## src/ittt_pkg.sv

```systemverilog
// shared types and constants for the id tagged timer table
`timescale 1ns / 1ps

package ittt_pkg;

   localparam int SLOT_COUNT = 16;
   localparam int IDX_W      = (SLOT_COUNT > 1) ? $clog2(SLOT_COUNT) : 1;
   localparam int CNT_W      = $clog2(SLOT_COUNT + 1);
   localparam int ID_W       = 16;
   localparam int COUNT_W    = 32;
   localparam int OP_W       = 3;

   localparam logic [COUNT_W-1:0] TICK_STEP = COUNT_W'(2);

   typedef enum logic [OP_W-1:0] {
      OP_TICK      = 3'd0,
      OP_REGISTER  = 3'd1,
      OP_CANCEL    = 3'd2,
      OP_REMAINING = 3'd3,
      OP_EXPIRED   = 3'd4
   } op_type;

   typedef enum logic [1:0] {
      ST_IDLE,
      ST_SCAN,
      ST_UPDATE,
      ST_FINISH
   } state_type;

   typedef struct packed {
      logic [ID_W-1:0]    id;
      logic [COUNT_W-1:0] count;
   } entry_type;

   typedef struct packed {
      logic             en;
      logic [IDX_W-1:0] addr;
      entry_type        data;
   } store_wr_type;

   typedef struct packed {
      logic             en;
      logic [IDX_W-1:0] addr;
   } store_rd_type;

endpackage

```

## src/id_tagged_timer_table_top.sv

```systemverilog
// top level of the id tagged timer table
// sequence: an item goes from the idle state through a scan of all 16 slots of the
//   registered slot memory, an update state and a finish state that loads the result
// flow: a new item is taken only in the idle state, once the last one has left the
//   finish state; a stalled result holds the item after it in the finish state
// reset: synchronous, clears the sequencer, the result valid flag and all slot valid
//   bits at once, so every slot reads as free with a zero count right after reset
`timescale 1ns / 1ps

module id_tagged_timer_table_top (
   input  logic                           clock,
   input  logic                           reset,
   input  logic                           req_valid,
   output logic                           req_stall,
   input  logic [ittt_pkg::OP_W-1:0]      req_opcode,
   input  logic [ittt_pkg::ID_W-1:0]      req_timer_id,
   input  logic [ittt_pkg::COUNT_W-1:0]   req_load_count,
   output logic                           rsp_valid,
   input  logic                           rsp_stall,
   output logic                           rsp_success,
   output logic [ittt_pkg::COUNT_W-1:0]   rsp_remaining
);

   localparam logic [ittt_pkg::IDX_W-1:0] LAST_IDX = ittt_pkg::IDX_W'(ittt_pkg::SLOT_COUNT - 1);
   localparam logic [ittt_pkg::CNT_W-1:0] CNT_END  = ittt_pkg::CNT_W'(ittt_pkg::SLOT_COUNT);

   ittt_pkg::state_type            state_ff, state_in;
   logic [ittt_pkg::CNT_W-1:0]     cnt_ff, cnt_in;
   logic [ittt_pkg::OP_W-1:0]      op_ff, op_in;
   logic [ittt_pkg::ID_W-1:0]      id_ff, id_in;
   logic [ittt_pkg::COUNT_W-1:0]   load_ff, load_in;
   logic                           hit_ff, hit_in;
   logic [ittt_pkg::IDX_W-1:0]     hit_idx_ff, hit_idx_in;
   logic [ittt_pkg::COUNT_W-1:0]   hit_cnt_ff, hit_cnt_in;
   logic                           free_ff, free_in;
   logic [ittt_pkg::IDX_W-1:0]     free_idx_ff, free_idx_in;
   logic                           ok_ff, ok_in;
   logic [ittt_pkg::COUNT_W-1:0]   rem_ff, rem_in;
   logic                           rd_valid_ff;
   logic [ittt_pkg::IDX_W-1:0]     rd_idx_ff;
   logic                           rsp_valid_ff, rsp_valid_in;
   logic                           rsp_success_ff, rsp_success_in;
   logic [ittt_pkg::COUNT_W-1:0]   rsp_remaining_ff, rsp_remaining_in;

   ittt_pkg::store_wr_type         wr;
   ittt_pkg::store_rd_type         rd;
   ittt_pkg::entry_type            entry;
   logic                           req_known;

   ittt_store u_store (
      .clock   (clock),
      .reset   (reset),
      .wr      (wr),
      .rd      (rd),
      .rd_data (entry)
   );

   assign req_known = (req_opcode inside {ittt_pkg::OP_REGISTER, ittt_pkg::OP_CANCEL,
                                          ittt_pkg::OP_REMAINING, ittt_pkg::OP_EXPIRED});

   always_ff @(posedge clock) begin
      if (reset) begin
         state_ff     <= ittt_pkg::ST_IDLE;
         rd_valid_ff  <= 1'b0;
         rsp_valid_ff <= 1'b0;
      end else begin
         state_ff     <= state_in;
         rd_valid_ff  <= rd.en;
         rsp_valid_ff <= rsp_valid_in;
      end
   end

   always_ff @(posedge clock) begin
      cnt_ff           <= cnt_in;
      op_ff            <= op_in;
      id_ff            <= id_in;
      load_ff          <= load_in;
      hit_ff           <= hit_in;
      hit_idx_ff       <= hit_idx_in;
      hit_cnt_ff       <= hit_cnt_in;
      free_ff          <= free_in;
      free_idx_ff      <= free_idx_in;
      ok_ff            <= ok_in;
      rem_ff           <= rem_in;
      rd_idx_ff        <= rd.addr;
      rsp_success_ff   <= rsp_success_in;
      rsp_remaining_ff <= rsp_remaining_in;
   end

   always_comb begin
      state_in         = state_ff;
      cnt_in           = cnt_ff;
      op_in            = op_ff;
      id_in            = id_ff;
      load_in          = load_ff;
      hit_in           = hit_ff;
      hit_idx_in       = hit_idx_ff;
      hit_cnt_in       = hit_cnt_ff;
      free_in          = free_ff;
      free_idx_in      = free_idx_ff;
      ok_in            = ok_ff;
      rem_in           = rem_ff;
      rsp_valid_in     = rsp_valid_ff & rsp_stall;
      rsp_success_in   = rsp_success_ff;
      rsp_remaining_in = rsp_remaining_ff;
      rd.en            = 1'b0;
      rd.addr          = cnt_ff[ittt_pkg::IDX_W-1:0];
      wr               = '0;

      case (state_ff)
         ittt_pkg::ST_IDLE: begin
            if (req_valid) begin
               op_in   = req_opcode;
               id_in   = req_timer_id;
               load_in = req_load_count;
               cnt_in  = '0;
               hit_in  = 1'b0;
               free_in = 1'b0;
               ok_in   = 1'b0;
               rem_in  = '0;
               if (req_opcode == ittt_pkg::OP_TICK ||
                   (req_known && req_timer_id != '0)) begin
                  state_in = ittt_pkg::ST_SCAN;
               end else begin
                  state_in = ittt_pkg::ST_FINISH;
               end
            end
         end
         ittt_pkg::ST_SCAN: begin
            if (cnt_ff != CNT_END) begin
               rd.en  = 1'b1;
               cnt_in = cnt_ff + ittt_pkg::CNT_W'(1);
            end
            if (rd_valid_ff) begin
               if (op_ff == ittt_pkg::OP_TICK) begin
                  // saturating decrement, written back behind the read pointer
                  wr.en      = 1'b1;
                  wr.addr    = rd_idx_ff;
                  wr.data.id = entry.id;
                  wr.data.count = (entry.count >= ittt_pkg::TICK_STEP) ?
                                  entry.count - ittt_pkg::TICK_STEP : '0;
               end else begin
                  if (!hit_ff && entry.id == id_ff) begin
                     hit_in     = 1'b1;
                     hit_idx_in = rd_idx_ff;
                     hit_cnt_in = entry.count;
                  end
                  if (!free_ff && entry.id == '0) begin
                     free_in     = 1'b1;
                     free_idx_in = rd_idx_ff;
                  end
               end
               if (rd_idx_ff == LAST_IDX) begin
                  state_in = ittt_pkg::ST_UPDATE;
               end
            end
         end
         ittt_pkg::ST_UPDATE: begin
            state_in = ittt_pkg::ST_FINISH;
            case (op_ff)
               ittt_pkg::OP_TICK: begin
                  ok_in = 1'b1;
               end
               ittt_pkg::OP_REGISTER: begin
                  if (hit_ff || free_ff) begin
                     wr.en         = 1'b1;
                     wr.addr       = hit_ff ? hit_idx_ff : free_idx_ff;
                     wr.data.id    = id_ff;
                     wr.data.count = load_ff;
                     ok_in         = 1'b1;
                  end
               end
               ittt_pkg::OP_CANCEL: begin
                  if (hit_ff) begin
                     wr.en   = 1'b1;
                     wr.addr = hit_idx_ff;
                     ok_in   = 1'b1;
                  end
               end
               ittt_pkg::OP_REMAINING: begin
                  if (hit_ff) begin
                     rem_in = hit_cnt_ff;
                     ok_in  = 1'b1;
                  end
               end
               ittt_pkg::OP_EXPIRED: begin
                  if (hit_ff && hit_cnt_ff == '0) begin
                     wr.en   = 1'b1;
                     wr.addr = hit_idx_ff;
                     ok_in   = 1'b1;
                  end
               end
               default: begin
                  ok_in = 1'b0;
               end
            endcase
         end
         ittt_pkg::ST_FINISH: begin
            if (!rsp_valid_ff || !rsp_stall) begin
               rsp_valid_in     = 1'b1;
               rsp_success_in   = ok_ff;
               rsp_remaining_in = rem_ff;
               state_in         = ittt_pkg::ST_IDLE;
            end
         end
         default: begin
            state_in = ittt_pkg::ST_IDLE;
         end
      endcase
   end

   assign req_stall     = (state_ff != ittt_pkg::ST_IDLE);
   assign rsp_valid     = rsp_valid_ff;
   assign rsp_success   = rsp_success_ff;
   assign rsp_remaining = rsp_remaining_ff;

endmodule

```

## src/ittt_store.sv

```systemverilog
// slot memory with per-entry valid bits so unwritten slots read as free
`timescale 1ns / 1ps

module ittt_store (
   input  logic                    clock,
   input  logic                    reset,
   input  ittt_pkg::store_wr_type  wr,
   input  ittt_pkg::store_rd_type  rd,
   output ittt_pkg::entry_type     rd_data
);

   ittt_pkg::entry_type                 mem [ittt_pkg::SLOT_COUNT];
   logic [ittt_pkg::SLOT_COUNT-1:0]     vld_ff;
   ittt_pkg::entry_type                 rd_raw_ff;
   logic                                rd_vld_ff;

   always_ff @(posedge clock) begin
      if (wr.en) begin
         mem[wr.addr] <= wr.data;
      end
      if (rd.en) begin
         rd_raw_ff <= mem[rd.addr];
      end
   end

   always_ff @(posedge clock) begin
      if (reset) begin
         vld_ff    <= '0;
         rd_vld_ff <= 1'b0;
      end else begin
         if (wr.en) begin
            vld_ff[wr.addr] <= 1'b1;
         end
         if (rd.en) begin
            rd_vld_ff <= vld_ff[rd.addr];
         end
      end
   end

   assign rd_data = rd_vld_ff ? rd_raw_ff : '0;

endmodule

```

## config.mk

```make
export PLATFORM = sky130hd
export DESIGN_NAME = id_tagged_timer_table_top
export DESIGN_NICKNAME = d
export VERILOG_FILES = /design/src/ittt_pkg.sv /design/src/id_tagged_timer_table_top.sv /design/src/ittt_store.sv
export SDC_FILE = /design/constraint.sdc
export NUM_CORES = 1
export LEC_CHECK = 0
export ABC_AREA = 0
export BUFFER_PORTS_ARGS = -buffer_cell sky130_fd_sc_hd__buf_2
export CAP_MARGIN = 5
export CORE_MARGIN = 10
export CORE_UTILIZATION = 50
export CTS_BUF_LIST = sky130_fd_sc_hd__clkbuf_4
export CTS_CLUSTER_DIAMETER = 40
export DETAILED_ROUTE_END_ITERATION = 16
export PLACE_DENSITY = 0.63
export SLEW_MARGIN = 40
export SYNTH_ARGS = -nofsm -noshare
export SYNTH_HDL_FRONTEND = slang
export SYNTH_HIERARCHICAL = 1
export SYNTH_SLANG_ARGS = --single-unit
```

## constraint.sdc

```tcl
create_clock -name clock -period 9.35 [get_ports clock]
set_input_delay 1.87 -clock clock [delete_from_list [all_inputs] [get_ports clock]]
set_output_delay 1.87 -clock clock [all_outputs]
set_load 0.01 [all_outputs]
```

==> flow_summary.json, run 1 <==
{
  "grt_pass1_vias": 20740,
  "wl_met2_mm": 43.31,
  "port_buffers": 89,
  "place_hpwl_mm": 52.80,
  "status": "completed",
  "routed-wl-met3_mm": 7.508,
  "crit_slowest_cell": "buf_4",
  "timing.final.hold_violations": 0,
  "cts_made_buffers": 277,
  "initial_core_util_pct": 50.34,
  "ioPinCount": 90,
  "die-area_sq_um": 89420,
  "cpMostUsedCell": "buf_4",
  "die_x_um": 299.0,
  "drt-vias-per-instance": 5.871,
  "crit_path_max_fanout": 34,
  "fin_crit_sh_pct": 49.03,
  "synth_top_cell_area_share_pct": 75.59,
  "fin_tns_setup_ns": 0,
  "seq_area_frac_synth_pct": 76.88,
  "initialDrtViolationCount": 1846,
  "fmax_mhz": 218.1,
  "min_period_ns": 4.584,
  "grt.total_usage_pct": 20.27,
  "postCtsSetupBuffers": 0,
  "maxSlewHeadroom_pct": 42.11,
  "clock-sinks": 1005,
  "setup_slack_ns": 4.766,
  "drive_gt1_share_pct": 36.56,
  "worstMarginPinSlew_ns": 0.8617,
  "num_vias": 19920,
  "rsz0062_at_grt": "false",
  "clkTransAtPathRegs_ns": 0.07,
  "grt-ovfl-total": 0,
  "root_buffer": "clkbuf_4",
  "top_layer": "met4",
  "avgSynthCellArea_sq_um": 21.16,
  "startpoint_type": "flip-flop",
  "rows": 102,
  "cap_viol_max_count": 0,
  "setup_viol_count_final": 0,
  "arrival_ns": 5.22,
  "cp.required_ns": 9.99,
  "gp_congestion": 0.8486,
  "syn_nets": 1903,
  "ys.warnings.count": 6,
  "drv_slew": 0,
  "die_y_um": 299.0,
  "clk_path_buf_depth": 4,
  "holdBufCountCts": 0,
  "synthArstFlopShare_pct": 0,
  "cts_resized": 0,
  "p_leak_nw": 12.75,
  "crit_path_end_kind": "flip-flop",
  "clk_latency_ns": 1.13,
  "htree_num_levels": 5,
  "syn_area_sq_um": 38930,
  "grt_pass1_wl_mm": 133.8,
  "ys_top_cells_by_area": "edfxtp_1 76%, mux4_2 14%, and2_1 1.4%",
  "final_cell_mix": "980 x edfxtp_1, 384 x clkbuf_4, 242 x mux4_2",
  "worst_hold_path_type": "reg2reg",
  "wl_mm": 89.80,
  "synth_cell_types": 57,
  "skew_ns": 0.1260,
  "avgRoutedWirePerCell_um": 26.47,
  "area_growth_pct": 14.03,
  "core_sq_um": 77340,
  "synth_top_area_cell": "edfxtp_1",
  "cts_tree": "done",
  "drtPass1Iterations": 5,
  "crit_chain": "nor3_1 -> nor2b_2 -> buf_4 -> and3_1 -> a221o_1 -> nand2_1 -> nor2_4 -> buf_4",
  "ir_worst_vdd_mv": 0.2444,
  "antenna_found_initial": 2,
  "place_ws_ns": 4.870,
  "netlist_instances": 1840,
  "p_per_area_nw_per_um2": 264.0,
  "ys.flop_type": "edfxtp_1",
  "drcViolationCount": 0,
  "final_common_cell": "edfxtp_1",
  "synth_edf_count": 980,
  "grt_max_degree": 94,
  "synth_seq_cells": 1005,
  "layout.nets": 2244,
  "ant_nets": 0,
  "met1Wirelength_mm": 37.26,
  "cp_slowest_stage_delay_ns": 0.71,
  "worstSetupPathType": "reg2reg"
}
## where the power goes
part,switching [W],internal [W]
Clock,0.00169,0.00205
Combinational,0.00155,0.00102
Sequential,0.000158,0.00526
Total,0.00339,0.00833
## cell families after synthesis
group	after synthesis	synth area share, %
and+or+nand+nor	332	4.583
xor gates and xnor gates	39	0.8774
AOI/OAI and AO/OA	105	1.777
DFF	1005	76.88
muxes	252	14.26
adders and majority gates	8	0.2571
buffers and inverters	99	1.369
## layer usage
layer  vias up  global-route usage, %
met5         -                      0
met4         0                  6.811
met3       146                  5.182
met2       926                  31.63
met1     10380                  27.80
li1       8465                      -
## registers in the layout, indices dropped and copies added (netlist names), 2 cells and up
name	cells
load_ff	32
rsp_remaining	32
u_store/mem	768
id_ff	16
u_store/rd_raw_ff	48
state_ff	2
free_idx_ff	4
hit_cnt_ff	32
op_ff	3
u_store/vld_ff	16
rem_ff	32
hit_idx_ff	4
rd_idx_ff	4
cnt_ff	5
## through the flow
step	cells	hold WS (ns)	util [%]	power (W)	instance area [sq um]
detailed placement	2941	0.4045	53.02	0.008073	41000
floorplan	1840	0.4003	-	0.007282	38930
global route	3393	0.4238	57.40	0.01229	44390
finish	3393	0.4127	57.40	0.01172	44390
global placement	2934	0.4090	52.71	0.007988	40770
CTS	3391	0.4168	57.28	0.01183	44300
## synth_stat cells, drive strengths merged (6+ instances only)
| master | instances |
|---|---|
| xor2 | 25 |
| and3 | 7 |
| xnor2 | 14 |
| nor3 | 19 |
| inv | 12 |
| and2 | 87 |
| dfxtp | 25 |
| nand2 | 45 |
| edfxtp | 980 |
| clkbuf | 51 |
| buf | 35 |
| nand3 | 12 |
| nand4 | 6 |
| a21oi | 22 |
| mux2i | 9 |
| or4 | 7 |
| nor2 | 85 |
| mux4 | 242 |
| ha | 8 |
| nor4 | 29 |
| a22oi | 18 |
| o21ai | 31 |
## worst max-delay path: cells and delay by family, from the launching register on
kind | cells | cell delay, ns
AND/OR/NAND/NOR | 5 | 2.23
AO/OA/AOI/OAI | 1 | 0.31
flip-flops | 1 | 0.54
buffers and inverters | 2 | 1.03
## area by class of cell
cell class	instances	area, sq um
repair buffers	148	1047
inverters	13	48.80
fillers	5869	32950
clock inverters	66	414.1
clock buffers	384	2883
multi-input cells	736	8765
well taps	1040	1301
flip-flops and latches	1005	29930
diodes	1	2.502
## final timing paths
path | slack (ns) | start | endpoint | cells after the start
worst max-delay path | 4.77 | op_ff[0] | u_store/mem[11][23] | 8
worst min-delay path | 0.41 | rem_ff[24] | rsp_remaining[24] | 0
worst max register to register | 4.77 | op_ff[0] | u_store/mem[11][23] | 8
worst min register to register | 0.41 | rem_ff[24] | rsp_remaining[24] | 0
Note: power is estimated with default switching activity, not from simulation.
==> inputs of run 2 (changes only) <==
==> constraint.sdc (replaced) <==
create_clock -name clock -period 4.8 [get_ports clock]
set_input_delay 0.96 -clock clock [delete_from_list [all_inputs] [get_ports clock]]
set_output_delay 0.96 -clock clock [all_outputs]
set_load 0.01 [all_outputs]
==> run 2 against run 1 <==
Global-route usage is 0.052 points higher. Largest power group unchanged. Count of clock-buffer cells in the layout is 40 lower. Non-clock buffer count is 50 higher. Setup slack worse by 4.1 ns. Sequential power is 94% higher. Combinational power is 91% higher.
==> flow_summary.json, run 2 (synthesized netlist as in run 1, its figures left out) <==
{
  "final_common_cell": "edfxtp_1",
  "drv_slew": 0,
  "clk_latency_ns": 1.11,
  "grt_pass1_wl_mm": 134.8,
  "core_sq_um": 77340,
  "r2r-end": "u_store/mem[6][46]",
  "status": "completed",
  "initialDrtViolationCount": 1948,
  "clock-sinks": 1005,
  "rsz0062_at_grt": "false",
  "routed-wl-met3_mm": 6.928,
  "p_leak_nw": 12.78,
  "final_cell_mix": "980 x edfxtp_1, 344 x clkbuf_4, 242 x mux4_2",
  "crit_slowest_cell": "nor2_4",
  "drive_gt1_share_pct": 35.62,
  "placed_area_sq_um": 41140,
  "crit_chain": "nor4_1 -> and4_1 -> nand4_1 -> a21oi_1 -> a221o_1 -> nand2b_1 -> nor2_4 -> buf_4",
  "gp_congestion": 0.8519,
  "avgRoutedWirePerCell_um": 26.28,
  "wl_mm": 89.80,
  "utilization_pct": 57.75,
  "rows": 102,
  "root_buffer": "clkbuf_4",
  "cp.required_ns": 5.54,
  "clk_path_buf_depth": 3,
  "cts_tree": "done",
  "reg.largest.list": "u_store/mem x768, u_store/rd_raw_ff x48",
  "grt_max_degree": 102,
  "layout.nets": 2257,
  "antenna_found_initial": 5,
  "min_period_ns": 4.141,
  "place_hpwl_mm": 51.81,
  "crit_path_end_kind": "flip-flop",
  "worstRegToRegCells": 8,
  "maxSlewHeadroom_pct": 45.13,
  "hold_end": "id_ff[4]",
  "grt-ovfl-total": 0,
  "worstMarginPinSlew_ns": 0.8211,
  "top_register": "u_store/mem",
  "total_power_w": 0.02215,
  "cap_viol_max_count": 0,
  "wl_met2_mm": 43.41,
  "htree_num_levels": 4,
  "cp.depth": 8,
  "port_buffers": 89,
  "p_per_area_nw_per_um2": 496.0,
  "die_y_um": 299.0,
  "drtPass1Iterations": 5,
  "worst_hold_path_type": "in2reg",
  "reg2reg_slack_ns": 0.66,
  "ant_nets": 0,
  "num_vias": 19890,
  "place_ws_ns": 0.7767,
  "min_from": "req_timer_id[4]",
  "drt-vias-per-instance": 5.820,
  "cts_made_buffers": 240,
  "die-area_sq_um": 89420,
  "arrival_ns": 4.88,
  "drcViolationCount": 0,
  "grt.total_usage_pct": 20.33,
  "min_delay_path_depth": 1,
  "met1Wirelength_mm": 37.65,
  "skew_ns": 0.06627,
  "startpoint_type": "flip-flop",
  "ir_worst_vdd_mv": 0.4185,
  "timing.rr.start": "hit_cnt_ff[13]",
  "fin_area_sq_um": 44660,
  "setup_viol_count_final": 0,
  "setup_slack_ns": 0.6588,
  "fin_crit_sh_pct": 86.27,
  "ioPinCount": 90,
  "crit_path_max_fanout": 15,
  "top_layer": "met4",
  "initial_core_util_pct": 50.34,
  "die_x_um": 299.0,
  "area_growth_pct": 14.72,
  "worstSetupPathType": "reg2reg",
  "timing.final.hold_violations": 0,
  "cts_resized": 0,
  "cp_top_family": "simple AND/OR/NAND/NOR gates",
  "clkTransAtPathRegs_ns": 0.07,
  "fmax_mhz": 241.5,
  "fin_tns_setup_ns": 0,
  "critical_path_buf_inv_count": 1,
  "cp_slowest_stage_delay_ns": 0.73,
  "grt_pass1_vias": 20880,
  "largest_reg_flops": 768
}
## run 2: worst max path at each step
stage / slack [ns] / startpoint / end
floorplan: 0.03 / state_ff[1] / u_store/mem[1][0]
detailed placement: 0.78 / hit_cnt_ff[5] / u_store/mem[6][40]
finish: 0.66 / hit_cnt_ff[13] / u_store/mem[6][46]
CTS: 0.73 / hit_cnt_ff[19] / u_store/mem[6][46]
global route: 0.47 / hit_cnt_ff[13] / u_store/mem[6][46]
global placement: 0.88 / hit_cnt_ff[5] / u_store/mem[6][14]
## run 2: power breakdown
part	switching [W]	internal [W]	total, W
Clock	0.00331	0.00341	0.00672
Sequential	0.000289	0.0102	0.0105
Combinational	0.00292	0.00198	0.00490
Total	0.00652	0.0156	0.0222
## run 2: worst register-to-register path, stage by stage, from the launching register on
cell and delay, ns:
edfxtp_1 0.38, nor4_1 0.50, and4_1 0.37, nand4_1 0.15, a21oi_1 0.34, a221o_1 0.55, nand2b_1 0.37, nor2_4 0.73
buf_4 0.41
## run 2: timing repair
action | CTS | global route
hold buffers | 43 | 0
hold endpoints to repair | 43 | 0
setup buffers | 0 | 0
## run 2: layer usage
layer / GRT usage, % / vias to the layer above
met5: 0 / -
met4: 6.668 / 0
met3: 4.519 / 128
met2: 31.64 / 847
met1: 28.49 / 10420
li1: - / 8494
## run 2: metrics by stage
step | hold WS (ns) | instances
after CTS | 0.01753 | 3412
after global routing | 0.05730 | 3417
after floorplan | 0.4003 | 1840
after global placement | 0.4094 | 2945
after detailed placement | 0.4063 | 2949
final | 0.1344 | 3417
## run 2: area by class of cell
cell class / instances / area, sq um
clock buffers: 344 / 2582
flip-flops and latches: 1005 / 29930
inverters: 13 / 48.80
clock inverters: 76 / 412.9
fillers: 5896 / 32680
diodes: 5 / 12.51
multi-input cells: 736 / 8803
well taps: 1040 / 1301
repair buffers: 198 / 1572
